## config.mk

```make
export PLATFORM = sky130hd
export DESIGN_NAME = irpsc_front
export DESIGN_NICKNAME = d
export VERILOG_FILES = /design/src/hdl/ir_audio_pulse_space_capture_assert.svh /design/src/hdl/irpsc_pkg.sv /design/src/hdl/irpsc_front.sv
export SDC_FILE = /design/constraint.sdc
export NUM_CORES = 1
export LEC_CHECK = 0
export BUFFER_PORTS_ARGS = -buffer_cell sky130_fd_sc_hd__clkbuf_2
export CAP_MARGIN = 20
export CORE_ASPECT_RATIO = 1.2
export CORE_MARGIN = 10
export CORE_UTILIZATION = 56
export CTS_BUF_LIST = sky130_fd_sc_hd__clkbuf_16
export DETAILED_ROUTE_END_ITERATION = 8
export MAX_ROUTING_LAYER = met4
export PLACE_DENSITY = 0.82
export SLEW_MARGIN = 20
export SYNTH_ARGS = -nofsm -noshare
export SYNTH_HDL_FRONTEND = slang
export SYNTH_SLANG_ARGS = --single-unit
```

## constraint.sdc

```tcl
create_clock -name clk -period 6 [get_ports clk]
set_clock_uncertainty 0.1 [all_clocks]
set_input_delay 0.3 -clock clk [delete_from_list [all_inputs] [get_ports clk]]
set_output_delay 0.3 -clock clk [all_outputs]
set_load 0.05 [all_outputs]
```

## src/hdl/ir_audio_pulse_space_capture_assert.svh

```systemverilog
// ---------------------------------------------------------------------------
// Assertion macros for the pulse/space capture block
// Each macro expects clk and rst in scope.
// ---------------------------------------------------------------------------
`ifndef IR_AUDIO_PULSE_SPACE_CAPTURE_ASSERT_SVH
`define IR_AUDIO_PULSE_SPACE_CAPTURE_ASSERT_SVH

// Condition must hold at every clock edge outside reset.
`define IRPSC_ASSERT_ALWAYS(lbl, cond) \
  lbl: assert property (@(posedge clk) disable iff (rst) (cond)) \
    else $error("irpsc assertion failed");

// Antecedent implies consequent at the same edge.
`define IRPSC_ASSERT_IMPLY(lbl, ante, cons) \
  lbl: assert property (@(posedge clk) disable iff (rst) (ante) |-> (cons)) \
    else $error("irpsc assertion failed");

`endif

```

## src/hdl/irpsc_pkg.sv

```systemverilog
// ---------------------------------------------------------------------------
// irpsc_pkg
// Shared types and constants of the pulse/space capture block.
// ---------------------------------------------------------------------------
package irpsc_pkg;

  localparam int CFG_IDX_W  = 3;
  localparam int CFG_DATA_W = 32;
  localparam int CNT_W      = 32;
  localparam int PERIOD_W   = 16;
  localparam int PROD_W     = CNT_W + PERIOD_W;
  localparam int US_W       = PROD_W - 8;
  localparam int SPACE_W    = 24;
  localparam int SAMPLE_W   = 8;
  localparam int FIFO_DEPTH = 4;

  // register indexes
  localparam logic [CFG_IDX_W-1:0] REG_PERIOD_Q8     = 3'd0;
  localparam logic [CFG_IDX_W-1:0] REG_NOISE_LEVEL   = 3'd1;
  localparam logic [CFG_IDX_W-1:0] REG_TWO_CHANNELS  = 3'd2;
  localparam logic [CFG_IDX_W-1:0] REG_USE_RIGHT     = 3'd3;
  localparam logic [CFG_IDX_W-1:0] REG_POLARITY_MODE = 3'd4;
  localparam logic [CFG_IDX_W-1:0] REG_MAX_SPACE_US  = 3'd5;
  localparam logic [CFG_IDX_W-1:0] REG_COUNT_LIMIT   = 3'd6;

  // polarity modes
  localparam logic [1:0] POL_AUTO = 2'd0;
  localparam logic [1:0] POL_POS  = 2'd1;
  localparam logic [1:0] POL_NEG  = 2'd2;

  localparam logic [SAMPLE_W-1:0] MIDPOINT = 8'd128;

  typedef struct packed {
    logic [PERIOD_W-1:0] period_q8;
    logic [6:0]          noise_level;
    logic                two_channels;
    logic                use_right;
    logic [1:0]          polarity_mode;
    logic [SPACE_W-1:0]  max_space_us;
    logic [CNT_W-1:0]    count_limit;
  } cfg_t;

  // one classified item handed from front to back
  typedef struct packed {
    logic             is_read;
    logic             push;
    logic             pulse_flag;
    logic             check_gap;
    logic [CNT_W-1:0] operand;
  } op_t;

  typedef struct packed {
    logic detected;
    logic inverted;
  } fe_status_t;

endpackage

```

## src/hdl/irpsc_front.sv

```systemverilog
// ---------------------------------------------------------------------------
// irpsc_front
// Channel pick, polarity learning, thresholding and run counting per sample.
// ---------------------------------------------------------------------------
module irpsc_front (
  input  logic                     clk,
  input  logic                     rst,
  input  irpsc_pkg::cfg_t          cfg,
  input  logic                     pol_load,
  input  logic [1:0]               pol_value,
  input  logic                     accept,
  input  logic                     cmd,
  input  logic [7:0]               first_sample,
  input  logic [7:0]               second_sample,
  output irpsc_pkg::op_t           op,
  output irpsc_pkg::fe_status_t    status
);
  import irpsc_pkg::*;

  logic             inverted;
  logic             detected;
  logic             in_pulse;
  logic [CNT_W-1:0] sample_counter;
  logic [CNT_W-1:0] gap_counter;

  logic [SAMPLE_W-1:0] s;
  logic [SAMPLE_W-1:0] dev;
  logic                detect_hit;
  logic                inv_eff;
  logic                run_clear;
  logic [CNT_W-1:0]    cnt;
  logic                prev_pulse;
  logic [SAMPLE_W-1:0] lo_th;
  logic [SAMPLE_W-1:0] hi_th;
  logic                pulse;
  logic                push;
  logic [CNT_W-1:0]    gap_next;

  always_comb begin
    s = (cfg.two_channels && cfg.use_right) ? second_sample : first_sample;
    dev = (s >= MIDPOINT) ? (s - MIDPOINT) : (MIDPOINT - s);
    detect_hit = !detected && (dev > {1'b0, cfg.noise_level});
    inv_eff = detect_hit ? (s < MIDPOINT) : inverted;
    run_clear = (sample_counter > cfg.count_limit);
    cnt = run_clear ? '0 : sample_counter;
    prev_pulse = run_clear ? 1'b0 : in_pulse;
    lo_th = MIDPOINT - {1'b0, cfg.noise_level};
    hi_th = MIDPOINT + {1'b0, cfg.noise_level};
    pulse = inv_eff ? (s < lo_th) : (s > hi_th);
    push = (pulse != prev_pulse);
    if (pulse) begin
      gap_next = '0;
    end else if (&gap_counter) begin
      gap_next = gap_counter;
    end else begin
      gap_next = gap_counter + 1'b1;
    end
  end

  always_comb begin
    op.is_read    = cmd;
    op.push       = !cmd && push;
    op.pulse_flag = !pulse;
    op.check_gap  = !cmd && !pulse;
    op.operand    = push ? cnt : gap_next;
  end

  assign status.detected = detected;
  assign status.inverted = inverted;

  always_ff @(posedge clk) begin
    if (rst) begin
      inverted       <= 1'b0;
      detected       <= 1'b0;
      in_pulse       <= 1'b0;
      sample_counter <= '0;
      gap_counter    <= '0;
    end else if (pol_load) begin
      // reload polarity; unused mode codes fall back to auto
      inverted <= (pol_value == POL_NEG);
      detected <= (pol_value == POL_POS) || (pol_value == POL_NEG);
    end else if (accept && !cmd) begin
      if (detect_hit) begin
        detected <= 1'b1;
        inverted <= inv_eff;
      end
      in_pulse       <= pulse;
      sample_counter <= push ? CNT_W'(1) : cnt + 1'b1;
      gap_counter    <= gap_next;
    end
  end

endmodule

```

==> impl_metrics.csv <==
group,metric,value,unit
outcome,outcome,"finished, final reports clean",
clock_tree,post-cts-setup-buffers,0,
synth,yosysTopAreaCell,"dfxtp_1",
clock_tree,cts_max_path_buffers,2,
synth,synth_edf_count,0,
route,first_iter_violations,680,
synth,synth-simple-area-share,27.0,%
route,ant_nets,0,
synth,yosys-top-cells-area,"dfxtp_1 21%, ha_1 11%, a21oi_1 5.5%, nand2_1 5.0%, a22oi_1 4.2%",
placed_design,post_dp_cell_area,7040,sq um
synth,yosysSeqAreaShare,20.7,%
setup_path,start_kind,"input port",
synth,synth_area_per_cell,7.33,sq um
route,vias_per_cell,6.27,
route,dr_total_vias,7009,
power,leakage,3.05,nW
clock_tree,cts.sinks,67,
layout,fin_nets,1118,
synth,syn-cell-area,6490,sq um
floorplanning,boundaryPins,144,
clock_tree,numCtsBuffers,9,
floorplanning,dieArea,16300,sq um
setup_path,required,5.60,ns
synth,synth-adder-area-share,11.0,%
power,power_density,178,nW/um^2
setup_path,end_kind,"primary output",
setup_path,crit_start,"cfg[59]",
synth,synth_top_cell_area_share,20.7,%
placed_design,dp_hpwl,14400,microns
synth,ys_warn_count,0,
route,routed_wl,19600,microns
layout,syn2layout_area_growth,13.0,%
clock_tree,cts_max_level,3,
floorplanning,rows,43,
layout,num_antenna_cells,0,
synth,syn_nets,1049,
flow_run,cap_violations,0,
timing,fmax,0.186,GHz
synth,synth_top_family_by_area,"simple AND/OR/NAND/NOR gates",
timing,setup_viol,0,
clock_tree,cts_hold_buf,0,
timing,whs,0.171,ns
layout,fin_area,7340,sq um
grt,grt_first_pass_wirelength,32200,microns
layout,seq_area,1340,sq um
setup_path,crit_type,"input port to primary output",
grt,antenna_found_initial,0,
timing,period_needed,5.37,ns
layout,multi_input_area,4710,sq um
timing,timing_hold_violations_final,0,
synth,synth.most_common_cell,"nand2_1",
clock_tree,insertion_delay,0.34,ns
clock_tree,cts_root_buffer,"clkbuf_16",
synth,synth_common_cells,"86 x nand2_1, 71 x a21oi_1, 67 x dfxtp_1, 60 x nor2_1, 57 x ha_1",
timing,period_share,89.6,%
placed_design,place_congestion,0.930,
synth,synthArstFlopShare,0,%
grt,top_usage_layer,"met2",
synth,synth_compound_area_share,25.8,%
setup_path,path_max_fanout,27,
synth,postSynthCellCount,886,
floorplanning,core,11500,sq um
setup_path,regToRegStartpoint,"sample_counter[30]",
layout,drive_gt1_share,15.8,%
power,peakVddDrop,0.130,mV
floorplanning,die_h,138,microns
timing,slew_headroom,25.6,%
timing,rsz0062_at_grt,"no",
synth,ys_seq_elements,67,
grt,first_global_vias,6514,
route,first_pass_iters,6,
floorplanning,die_w,118,microns
worst_hold_path,hold_path_class,"input port to register",
clock_tree,cts_resized,0,
grt,grtUsageTotal,24.1,%
grt,gr-usage-met1,29.1,%
setup_path,arrival,4.97,ns
route,route.detailed.drc,0,
synth,ys.flop_type,"dfxtp_1",
layout,num-fill-cells,1044,
route,wire_per_inst,17.5,microns
clock_tree,cts_tree,"done",
clock_tree,clk_pin_slew,0.05,ns
timing,slew_violations,0,
synth,synth_cell_types,75,
grt,grtUsageMet3,4.11,%
grt,grt_use_met2,39.2,%
timing,worst_pin_slew,1.11,ns
grt,grt_overflow,0,
timing,tns,0,ns
worst_hold_path,worstHoldStart,"pol_value[1]",
synth,synthXorXnorAreaFrac,5.53,%
floorplanning,start_util,56.7,%
placed_design,portBuffers,101,
grt,grt_max_degree,60,
synth,synth.area.mux_share,2.74,%
-- where the power goes --
group	internal, mW	total [mW]	switching [mW]
registers	0.447	0.452	0.00467
clock network	0.316	0.520	0.204
logic	0.0983	0.333	0.235
-- kinds of logic (layout without fill, tap and decap cells) --
group                    after synthesis  count (layout)
AO/OA/AOI/OAI                        255             255
buffers and inverters                111             185
flip-flops                            67              67
adder cells (fa/ha/maj)               57              57
AND/OR/NAND/NOR                      338             338
multiplexers                          17              17
XOR/XNOR                              41              41
-- layout by cell type, fill, tap and decap left out, types with 4 or more instances in the layout --
| cell | n |
|---|---|
| clkbuf_2 | 101 |
| nand2_1 | 86 |
| a21oi_1 | 71 |
| dfxtp_1 | 67 |
| nor2_1 | 59 |
| ha_1 | 57 |
| inv_1 | 56 |
| nand3_1 | 45 |
| o21ai_0 | 45 |
| a22oi_1 | 36 |
| xnor2_1 | 25 |
| nand4_1 | 22 |
| and3_1 | 19 |
| o22ai_1 | 17 |
| xor2_1 | 16 |
| nor4_1 | 16 |
| or3_1 | 16 |
| mux2i_1 | 14 |
| a31oi_1 | 11 |
| nor3_1 | 11 |
| nand3b_1 | 11 |
| buf_4 | 11 |
| o31ai_1 | 9 |
| clkbuf_16 | 9 |
| o211ai_1 | 8 |
| a22o_1 | 8 |
| and2_1 | 8 |
| nor2b_1 | 6 |
| nand2b_1 | 6 |
| and4_1 | 5 |
| a211oi_1 | 5 |
| a21boi_0 | 4 |
| a21o_1 | 4 |
| nor2_2 | 4 |
-- critical path, stage by stage --
cell	delay, ns
clkbuf_2	0.13
nand2_2	0.23
mux2i_1	0.31
ha_1	0.21
and3_1	0.16
nor2_1	0.05
xnor2_1	0.13
ha_1	0.32
a21oi_1	0.14
a21boi_0	0.11
a2111o_1	0.40
a31oi_1	0.45
mux2_4	0.37
or2_2	0.32
inv_4	0.25
xnor2_1	0.15
nor2_2	0.36
a22o_1	0.26
clkbuf_2	0.30
-- layer usage --
layer,vias up,part of all wire [%]
met5,-,0
met4,0,3.3
met3,57,8.4
met2,356,48
met1,3183,40
li1,3413,-
-- area by class of cell --
cell class              count  area share, %
flip-flops and latches     67           18.3
clock buffers               9           3.07
multi-input cells         708           64.2
inverters                  57           2.95
clock inverters             7          0.802
well taps                 157           2.68
repair buffers            112           8.02
-- worst paths after layout --
kind | end | slack (ns) | cells after the start
setup reg to reg | sample_counter[22] | 0.71 | 16
setup / recovery | op[31] | 0.63 | 19
hold / removal | detected | 0.17 | 3
hold reg to reg | gap_counter[27] | 0.36 | 2
-- registers in the layout, indices dropped and copies added (netlist names) --
name            cells
detected            1
gap_counter        32
in_pulse            1
inverted            1
sample_counter     32
-- per-stage QoR --
step                power (mW)  util (%)  instances  setup slack (ns)
finish                    1.30      64.0       1117             0.625
CTS                       1.30      63.9       1117             0.649
floorplan                0.708         -        886             0.494
global route              1.36      64.0       1117             0.287
global placement         0.781      61.5       1101             0.802
detailed placement       0.789      61.5       1101             0.649
No activity file was read; power rests on OpenSTA's default activity.
