<file path="config.mk">
export PLATFORM = sky130hd
export DESIGN_NAME = irpsc_fifo
export DESIGN_NICKNAME = d
export VERILOG_FILES = /design/src/hdl/ir_audio_pulse_space_capture_assert.svh /design/src/hdl/irpsc_pkg.sv /design/src/hdl/irpsc_fifo.sv
export SDC_FILE = /design/constraint.sdc
export NUM_CORES = 1
export LEC_CHECK = 0
export CAP_MARGIN = 30
export CORE_MARGIN = 2
export CORE_UTILIZATION = 45
export DETAILED_ROUTE_END_ITERATION = 10
export DONT_BUFFER_PORTS = 1
export PLACE_DENSITY = 0.62
export SETUP_SLACK_MARGIN = 0.1
export SLEW_MARGIN = 15
export SYNTH_ARGS = -nofsm -noshare
export SYNTH_HDL_FRONTEND = slang
export SYNTH_SLANG_ARGS = --single-unit
</file>
<file path="constraint.sdc">
create_clock -name clk -period 4.7 [get_ports clk]
set_input_delay 0 -clock clk [delete_from_list [all_inputs] [get_ports clk]]
set_output_delay 0 -clock clk [all_outputs]
set_load 0.01 [all_outputs]
</file>
<file path="src/hdl/ir_audio_pulse_space_capture_assert.svh">
// ---------------------------------------------------------------------------
// Assertion macros for the pulse/space capture block
// Each macro expects clk and rst in scope.
// ---------------------------------------------------------------------------
`ifndef IR_AUDIO_PULSE_SPACE_CAPTURE_ASSERT_SVH
`define IR_AUDIO_PULSE_SPACE_CAPTURE_ASSERT_SVH

// Condition must hold at every clock edge outside reset.
`define IRPSC_ASSERT_ALWAYS(lbl, cond) \
  lbl: assert property (@(posedge clk) disable iff (rst) (cond)) \
    else $error("irpsc assertion failed");

// Antecedent implies consequent at the same edge.
`define IRPSC_ASSERT_IMPLY(lbl, ante, cons) \
  lbl: assert property (@(posedge clk) disable iff (rst) (ante) |-> (cons)) \
    else $error("irpsc assertion failed");

`endif

</file>
<file path="src/hdl/irpsc_pkg.sv">
// ---------------------------------------------------------------------------
// irpsc_pkg
// Shared types and constants of the pulse/space capture block.
// ---------------------------------------------------------------------------
package irpsc_pkg;

  localparam int CFG_IDX_W  = 3;
  localparam int CFG_DATA_W = 32;
  localparam int CNT_W      = 32;
  localparam int PERIOD_W   = 16;
  localparam int PROD_W     = CNT_W + PERIOD_W;
  localparam int US_W       = PROD_W - 8;
  localparam int SPACE_W    = 24;
  localparam int SAMPLE_W   = 8;
  localparam int FIFO_DEPTH = 4;

  // register indexes
  localparam logic [CFG_IDX_W-1:0] REG_PERIOD_Q8     = 3'd0;
  localparam logic [CFG_IDX_W-1:0] REG_NOISE_LEVEL   = 3'd1;
  localparam logic [CFG_IDX_W-1:0] REG_TWO_CHANNELS  = 3'd2;
  localparam logic [CFG_IDX_W-1:0] REG_USE_RIGHT     = 3'd3;
  localparam logic [CFG_IDX_W-1:0] REG_POLARITY_MODE = 3'd4;
  localparam logic [CFG_IDX_W-1:0] REG_MAX_SPACE_US  = 3'd5;
  localparam logic [CFG_IDX_W-1:0] REG_COUNT_LIMIT   = 3'd6;

  // polarity modes
  localparam logic [1:0] POL_AUTO = 2'd0;
  localparam logic [1:0] POL_POS  = 2'd1;
  localparam logic [1:0] POL_NEG  = 2'd2;

  localparam logic [SAMPLE_W-1:0] MIDPOINT = 8'd128;

  typedef struct packed {
    logic [PERIOD_W-1:0] period_q8;
    logic [6:0]          noise_level;
    logic                two_channels;
    logic                use_right;
    logic [1:0]          polarity_mode;
    logic [SPACE_W-1:0]  max_space_us;
    logic [CNT_W-1:0]    count_limit;
  } cfg_t;

  // one classified item handed from front to back
  typedef struct packed {
    logic             is_read;
    logic             push;
    logic             pulse_flag;
    logic             check_gap;
    logic [CNT_W-1:0] operand;
  } op_t;

  typedef struct packed {
    logic detected;
    logic inverted;
  } fe_status_t;

endpackage

</file>
<file path="src/hdl/irpsc_fifo.sv">
// ---------------------------------------------------------------------------
// irpsc_fifo
// Short queue of classified items between front and back.
// ---------------------------------------------------------------------------
module irpsc_fifo (
  input  logic            clk,
  input  logic            rst,
  input  logic            push,
  input  irpsc_pkg::op_t  push_op,
  output logic            full,
  input  logic            pop,
  output logic            not_empty,
  output irpsc_pkg::op_t  head
);
  import irpsc_pkg::*;

  localparam int PTR_W = $clog2(FIFO_DEPTH);

  op_t              entries [FIFO_DEPTH];
  logic [PTR_W-1:0] wr_ptr;
  logic [PTR_W-1:0] rd_ptr;
  logic [PTR_W:0]   count;

  assign full      = (count == (PTR_W+1)'(FIFO_DEPTH));
  assign not_empty = (count != '0);
  assign head      = entries[rd_ptr];

  always_ff @(posedge clk) begin
    if (push) begin
      entries[wr_ptr] <= push_op;
    end
  end

  always_ff @(posedge clk) begin
    if (rst) begin
      wr_ptr <= '0;
      rd_ptr <= '0;
      count  <= '0;
    end else begin
      if (push) begin
        wr_ptr <= wr_ptr + 1'b1;
      end
      if (pop) begin
        rd_ptr <= rd_ptr + 1'b1;
      end
      case ({push, pop})
        2'b10:   count <= count + 1'b1;
        2'b01:   count <= count - 1'b1;
        default: count <= count;
      endcase
    end
  end

endmodule

</file>
==> impl_metrics.yaml, run 1 <==
detailed_routing:
  routedWlPerCell_um: 19.5
  ant_nets: 0
  drc: 0
  num_vias: 2442
  drt_iter0_drc: 149
  vias_per_cell: 5.16
  dr.pass1.iters: 4
  routed_wl_um: 9220
floorplanning:
  dieHeight_um: 116
  start_util: 0.455
  dieArea_um2: 13500
  fp.coreArea_um2: 12500
  die_width_um: 116
  placementRows: 41
  io_pins: 78
cells_and_area:
  drive_above_1_share: 0.240
  multi_input_area_um2: 1070
  area_growth_syn_to_layout_pct: 22.7
  final-seq-area_um2: 4510
  final_util: 0.559
  num-fill-cells: 943
  fin_nets: 333
yosys:
  syn_nets: 277
  synth_top_area_cell: "edfxtp_1"
  yosys-top-cells-count: "edfxtp_1 (144), mux4_2 (30), dfxtp_1 (9)"
  synth.avg_cell_area_um2: 24.6
  async_reset_ff_frac: 0
  ys_seq_area_frac: 0.794
  yosysTopAreaCellShare: 0.762
  ys_ff_latch: 153
  synth_enable_flop_cells: 144
  yosys_most_used_dff: "edfxtp_1"
  syn_area_um2: 5680
  synth-warning-count: 0
  ys_types: 22
  synthTopCellsByArea: "edfxtp_1 (76%), mux4_2 (12%), dfxtp_1 (3.2%), mux4_1 (2.8%), ha_1 (1.1%)"
  synth_most_common_cell: "edfxtp_1"
  synth_cells: 231
power_and_ir_drop:
  power_w: 0.00329
  p_per_area_nw_per_um2: 472
  power.leakage_nw: 2.26
  vdd_ir_drop_max_mv: 0.290
sta:
  setup_viol: 0
  finalCritPeriodShare: 0.478
  timing.fmax_mhz: 445
  setup_tns_ps: 0
  skew_ps: 4.91
  tightest_slew_ps: 564
  relSlewSlack: 0.624
  finalMaxSlewViolations: 0
  rsz0062_at_grt: "false"
  period_needed_ps: 2250
  finalHoldViolations: 0
clock_tree:
  tritoncts: "done"
  clkTransAtPathRegs_ps: 60
  clock_path_buffers: 2
  clock_latency_ps: 410
  htree_levels: 4
  cts_buffers: 17
  numClockSinks: 153
  cts_root_buf: "clkbuf_16"
  cts_setup_buffers: 0
setup_path:
  timing_worst_setup_path_type: "reg -> out"
  crit_path_end_kind: "output pin"
  worstPathCellList: "buf_4 > mux4_1"
  crit_arrival_ps: 2250
  setup.worst_path.start_class: "flop"
  slowest_stage: "mux4_1"
  cp_slowest_stage_delay_ps: 670
  critPathMaxFanout: 22
  required_ps: 4700
run_status:
  run_status: "finished clean"
worst_hold_path:
  min_path_type: "in -> reg"
global_routing:
  grt_max_degree: 24
  grt-ovfl-total: 0
  antenna_found_initial: 1
  grt_pass1_vias: 2650
  gr-usage-all-layers: 0.150
  grt_pass1_wl_um: 14300
placed_design:
  place_congestion: 0.619
  hpwl_um: 5680
  io_buffers: 0
job:
  max_cap_violations: 0
layout make-up:
class                      count  share of cell area
antenna                        1            0.000359
clock buffer                  19              0.0622
inverter                       3             0.00162
sequential                   153               0.647
multi-input combinational     66               0.154
tap                          172              0.0309
timing repair buffer          46              0.0751
clock inverter                13              0.0289
logic make-up (layout without fill, tap and decap cells):
logic type | after synthesis | in the layout | share of synthesized area
AO/OA/AOI/OAI | 2 | 2 | 0.00176
XOR/XNOR | 5 | 5 | 0.00772
adder cells (fa/ha/maj) | 6 | 6 | 0.0146
buffers and inverters | 12 | 81 | 0.0187
flip-flops | 153 | 153 | 0.794
multiplexers | 38 | 38 | 0.150
other | 0 | 1 | 0
AND/OR/NAND/NOR | 15 | 15 | 0.0132
layer usage:
metal / vias to the layer above / share of wire / GRT usage
met5: - / 0 / 0
met4: 0 / 0.020 / 0.0738
met3: 16 / 0.064 / 0.0566
met1: 1268 / 0.42 / 0.181
met2: 71 / 0.50 / 0.239
li1: 1087 / - / -
worst max-delay path: cells and delay by family, from the launching register on:
family                 cells  cell delay, ps
multiplexers               1             670
buffers and inverters      1             490
flip-flops                 1             650
worst paths after layout:
check | startpoint | to | slack, ps | depth (start not counted)
setup / recovery | flop | head[35] | 2450 | 2
hold / removal | push | count[1]$_SDFFE_PP0P_ | 40 | 4
setup reg to reg | count[0]$_SDFFE_PP0P_ | count[2]$_SDFFE_PP0P_ | 2720 | 5
hold reg to reg | rd_ptr[1]$_SDFFE_PP0P_ | flop | 540 | 2
flip-flops by register name, summed over array words and instances (netlist names), named ones only:
register / count
rd_ptr: 2
wr_ptr: 2
count: 3
entries: 144
repair_timing:
action	in CTS	in global routing
resized for setup	0	0
hold buffers	40	0
hold endpoints to repair	153	0
cells in the final DEF, fill, tap and decap left out, types with 4 or more instances in the layout:
cell type,count
dlygate4sd3_1,40
bufinv_16,5
edfxtp_1,144
mux4_2,30
ha_1,5
mux4_1,6
and2_2,4
dfxtp_1,7
clkbuf_16,17
clkinv_2,4
nor2_1,7
power by group:
group          internal, W  total (W)  leakage [nW]  switching [W]
combinational     0.000121   0.000253         0.563       0.000132
clock             0.000937    0.00144         0.303       0.000503
sequential         0.00156    0.00159          1.40      0.0000294
total              0.00262    0.00329          2.26       0.000664
per-stage QoR:
stage               std cells  setup WS (ps)  hold slack, ps  instance area, um^2
CTS                       472           2350            17.9                 6960
finish                    473           2450            37.2                 6960
global placement          395           2810            73.8                 5810
floorplan                 231           2880            98.9                 5680
detailed placement        400           2800            72.7                 5930
global route              472           2250            93.9                 6960
(Power assumes the default switching activity.)
==> run 2, diff against run 1 <==
--- a/config.mk
+++ b/config.mk
@@ -10,7 +10,7 @@
 export CORE_UTILIZATION = 45
 export DETAILED_ROUTE_END_ITERATION = 10
 export DONT_BUFFER_PORTS = 1
-export PLACE_DENSITY = 0.62
+export PLACE_DENSITY = 0.64
 export SETUP_SLACK_MARGIN = 0.1
 export SLEW_MARGIN = 15
 export SYNTH_ARGS = -nofsm -noshare
==> constraint.sdc (replaced) <==
create_clock -name clk -period 1.8 [get_ports clk]
set_input_delay 0 -clock clk [delete_from_list [all_inputs] [get_ports clk]]
set_output_delay 0 -clock clk [all_outputs]
set_load 0.01 [all_outputs]
==> run 2 against run 1 <==
- sequential share of layout area down 0.12 points
- critical path depth stayed put
- critical endpoint is now head[2]
- clock-buffer cell count up 1
- via count shrank 2.5%
==> impl_metrics.yaml, run 2 (synthesis gave the netlist of run 1 again) <==
cells_and_area:
  largest-register: "entries"
  top_regs: "entries x144, count x3"
  final-seq-area_um2: 4510
  fin_nets: 337
  multi_input_area_um2: 1050
  area_growth_syn_to_layout_pct: 22.9
  mostFrequentLayoutCell: "edfxtp_1"
  num-fill-cells: 927
  drive_above_1_share: 0.266
  final_util: 0.560
  stdcell_count: 476
  diodes: 0
  final_cell_mix: "edfxtp_1 (144), dlygate4sd3_1 (40), mux4_2 (36), clkbuf_16 (17)"
  largest_reg_flops: 144
detailed_routing:
  drt_iter0_drc: 124
  vias_per_cell: 5.00
  num_vias: 2381
  dr.pass1.iters: 4
  routedWlPerCell_um: 19.3
  routed_wl_um: 9170
  drc: 0
  ant_nets: 0
sta:
  setup_tns_ps: 0
  finalMaxSlewViolations: 0
  fin_ws_ps: 86.8
  period_needed_ps: 1710
  timing.fmax_mhz: 584
  finalCritPeriodShare: 0.952
  setup_viol: 0
  skew_ps: 8.28
  tightest_slew_ps: 542
  relSlewSlack: 0.639
  rsz0062_at_grt: "true"
  whs_ps: 25.8
  finalHoldViolations: 0
job:
  max_cap_violations: 0
global_routing:
  grt_pass1_wl_um: 13600
  grt_pass1_vias: 2505
  grt_max_degree: 37
  gr-usage-all-layers: 0.145
  antenna_found_initial: 0
  grt-ovfl-total: 0
setup_path:
  crit_path_end_kind: "output pin"
  slowest_stage: "mux4_2"
  worstSetupPathDepth: 2
  required_ps: 1800
  r2r_slack_ps: 210
  setup.worst_path.start_class: "flop"
  rr_worst_depth: 4
  path_delay_family: "multiplexers"
  endpoint: "head[2]"
  worstReg2RegStart: "wr_ptr[0]$_SDFFE_PP0P_"
  timing_worst_setup_path_type: "reg -> out"
  cp_slowest_stage_delay_ps: 570
  critPathMaxFanout: 18
  worstPathCellList: "bufbuf_16 > mux4_2"
  timing.rr.end: "entries[1][9]$_DFFE_PP_"
  crit_arrival_ps: 1710
  cp_num_buf_inv: 1
clock_tree:
  clkTransAtPathRegs_ps: 60
  cts_setup_buffers: 0
  tritoncts: "done"
  htree_levels: 4
  numClockSinks: 153
  cts_root_buf: "clkbuf_16"
  clock_latency_ps: 420
  cts_buffers: 17
  clock_path_buffers: 2
floorplanning:
  io_pins: 78
  die_width_um: 116
  fp.coreArea_um2: 12500
  start_util: 0.455
  dieArea_um2: 13500
  placementRows: 41
  dieHeight_um: 116
power_and_ir_drop:
  vdd_ir_drop_max_mv: 0.556
  power.leakage_nw: 2.26
  p_per_area_nw_per_um2: 1220
placed_design:
  place_congestion: 0.684
  io_buffers: 0
  pre_cts_ws_ps: 203
  hpwl_um: 5280
  placedCellCount: 403
run_status:
  run_status: "finished clean"
worst_hold_path:
  min_path_type: "in -> reg"
==> run 2: cell count changes in the layout (fill, tap and decap cells not counted), moves of 2 or more <==
cell,change
mux4_1,-6
mux4_2,+6
buf_12,+2
buf_4,+2
==> run 2: timing repair <==
| action | 4_1_cts | 5_1_grt |
|---|---|---|
| gates resized for setup | 0 | 6 |
| hold buffers | 40 | 0 |
| cloned | 1 | 0 |
| endpoints found under the setup margin | 11 | 24 |
| endpoints found under the hold margin | 153 | 0 |
==> run 2: metrics by stage <==
stage                     area, um^2  power, W
after global routing            6980   0.00877
after floorplan                 5680   0.00468
final                           6980   0.00848
after global placement          5930   0.00480
after CTS                       7000   0.00856
after detailed placement        5950   0.00483
==> run 2: where the power goes <==
group	internal (W)	total (W)	switching, W
combinational	0.000352	0.000723	0.000371
sequential	0.00408	0.00414	0.0000613
clock	0.00231	0.00361	0.00130
total	0.00675	0.00848	0.00173
==> run 2: worst min-delay path by stage <==
| stage | end | slack, ps | cells past startpoint | start |
|---|---|---|---|---|
| floorplan | entries[0][0]$_DFFE_PP_ | 100 | 0 | push_op[0] |
| global placement | count[2]$_SDFFE_PP0P_ | 70 | 1 | rst |
| detailed placement | flop | 70 | 1 | rst |
| CTS | count[0]$_SDFFE_PP0P_ | 6 | 4 | push |
| global route | count[1]$_SDFFE_PP0P_ | 70 | 4 | push |
| finish | count[0]$_SDFFE_PP0P_ | 30 | 4 | push |
==> run 2: worst register-to-register path, cell delays in order (launching register included) <==
cell and delay [ps]:
dfxtp_1 330, buf_4 120, ha_1 130, and2_2 440, buf_12 260
==> run 2: final cells by class <==
class                      count  share of cell area
inverter                       3             0.00161
clock inverter                12              0.0251
tap                          172              0.0309
sequential                   153               0.646
multi-input combinational     66               0.150
timing repair buffer          50              0.0836
clock buffer                  20              0.0626
==> run 2: per-layer routing <==
layer | wire length [um] | share of wire | track usage
met5 | 0 | 0 | 0
met4 | 198 | 0.022 | 0.0690
met2 | 4760 | 0.52 | 0.238
met1 | 3720 | 0.41 | 0.171
met3 | 487 | 0.053 | 0.0514
==> run 3, diff against run 2 <==
--- a/config.mk
+++ b/config.mk
@@ -10,7 +10,7 @@
 export CORE_UTILIZATION = 45
 export DETAILED_ROUTE_END_ITERATION = 10
 export DONT_BUFFER_PORTS = 1
-export PLACE_DENSITY = 0.64
+export PLACE_DENSITY = 0.63
 export SETUP_SLACK_MARGIN = 0.1
 export SLEW_MARGIN = 15
 export SYNTH_ARGS = -nofsm -noshare
==> run 3 against run 2 <==
- sequential power hardly changed
- cell count is 0.63% higher
- clock power hardly changed
- die area stayed put
- design area is 0.14% lower
- wire length is 1.9% higher
- via count is 3.9% higher
- global-route usage is 0.36 points higher
- clock skew is 3.0 ps lower
- sequential share of layout area is 0.13 points higher
- critical path type unchanged
- critical endpoint is now head[27]
==> impl_metrics.yaml, run 3 (synthesis gave the netlist of run 1 again) <==
run_status:
  run_status: "finished clean"
detailed_routing:
  drc: 0
  vias_per_cell: 5.16
  ant_nets: 0
  drt_iter0_drc: 151
  num_vias: 2474
  routed_wl_um: 9340
  routedWlPerCell_um: 19.5
  dr.pass1.iters: 5
floorplanning:
  dieHeight_um: 116
  placementRows: 41
  die_width_um: 116
  fp.coreArea_um2: 12500
  io_pins: 78
  start_util: 0.455
  dieArea_um2: 13500
clock_tree:
  tritoncts: "done"
  clock_latency_ps: 420
  cts_buffers: 17
  clock_path_buffers: 2
  numClockSinks: 153
  htree_levels: 4
  clkTransAtPathRegs_ps: 60
  cts_root_buf: "clkbuf_16"
sta:
  skew_ps: 5.31
  setup_viol: 0
  period_needed_ps: 1610
  rsz0062_at_grt: "false"
  finalHoldViolations: 0
  relSlewSlack: 0.632
  setup_tns_ps: 0
  tightest_slew_ps: 551
  timing.fmax_mhz: 621
  finalMaxSlewViolations: 0
  finalCritPeriodShare: 0.894
global_routing:
  grt-ovfl-total: 0
  antenna_found_initial: 0
  grt_pass1_wl_um: 14000
  grt_max_degree: 37
  gr-usage-all-layers: 0.148
  grt_pass1_vias: 2503
setup_path:
  worstReg2RegStart: "wr_ptr[0]$_SDFFE_PP0P_"
  timing.rr.end: "entries[3][19]$_DFFE_PP_"
  crit_path_end_kind: "output pin"
  r2r_slack_ps: 310
  crit_arrival_ps: 1610
  critPathMaxFanout: 5
  timing_worst_setup_path_type: "reg -> out"
  rr_worst_depth: 4
  setup.worst_path.start_class: "flop"
  required_ps: 1800
worst_hold_path:
  hold_end: "entries[3][7]$_DFFE_PP_"
  min_from: "push"
  min_path_type: "in -> reg"
  worst_hold_path.num_cells: 1
cells_and_area:
  top_regs: "entries x144, count x3"
  drive_above_1_share: 0.264
  num-fill-cells: 929
  final_util: 0.559
  final_cell_mix: "edfxtp_1 (144), dlygate4sd3_1 (41), mux4_2 (35), clkbuf_16 (17)"
  largest-register: "entries"
  area_growth_syn_to_layout_pct: 22.7
  diodes: 0
  largest_reg_flops: 144
  fin_nets: 340
  mostFrequentLayoutCell: "edfxtp_1"
  design_area_um2: 6970
job:
  max_cap_violations: 0
placed_design:
  hpwl_um: 5480
  io_buffers: 0
  place_congestion: 0.739
  dpl-instance-area_um2: 5950
power_and_ir_drop:
  power.leakage_nw: 2.26
  vdd_ir_drop_max_mv: 0.638
  p_per_area_nw_per_um2: 1220
## run 3: worst max path at each step
| stage | slack, ps | cells after the start | end |
|---|---|---|---|
| after floorplan | 360 | 3 | entries[2][0]$_DFFE_PP_ |
| after global placement | 80 | 3 | entries[2][5]$_DFFE_PP_ |
| after detailed placement | 70 | 2 | entries[2][20]$_DFFE_PP_ |
| after CTS | 150 | 2 | head[27] |
| after global routing | 110 | 2 | head[27] |
| final | 190 | 2 | head[27] |
## run 3: timing repair
action                                  CTS  global route
buffers inserted                          1             0
resized for setup                         8             0
hold endpoints to repair                153             0
endpoints found under the setup margin   68             0
hold buffers                             41             0
## run 3: per-layer routing
metal | routed length [um] | vias up | share of wire | GRT usage
met3 | 524 | 18 | 0.056 | 0.0586
met2 | 4700 | 60 | 0.50 | 0.229
met5 | 0 | - | 0 | 0
met1 | 3930 | 1303 | 0.42 | 0.184
met4 | 185 | 0 | 0.020 | 0.0738
li1 | - | 1093 | - | -
## run 3: area by class of cell
cell class                      instances  area, um^2  area share
Sequential cell                       153        4510       0.647
Timing Repair Buffer                   53         567      0.0814
Clock inverter                         13         178      0.0255
Clock buffer                           19         433      0.0622
Multi-Input combinational cell         66        1050       0.151
Tap cell                              172         215      0.0309
Inverter                                3        11.3     0.00162
## run 3: metrics by stage
stage,hold WS [ps],instances,power [W],setup slack [ps]
3_3_place_gp,68.2,405,0.00481,77.1
5_1_grt,80.9,479,0.00875,114
6_report,80.6,479,0.00846,191
3_5_place_dp,69.5,405,0.00482,74.5
2_1_floorplan,98.9,231,0.00468,360
4_1_cts,64.4,479,0.00856,146
## run 3: power breakdown
| part | leakage, nW | total [W] | switching (W) | internal (W) |
|---|---|---|---|---|
| Clock | 0.288 | 0.00362 | 0.00131 | 0.00230 |
| Combinational | 0.574 | 0.000708 | 0.000374 | 0.000334 |
| Sequential | 1.40 | 0.00414 | 0.0000578 | 0.00408 |
## run 3: worst max-delay path, stage by stage, from the launching register on
cell and delay (ps):
dfxtp_4 390, buf_4 180, mux4_1 620
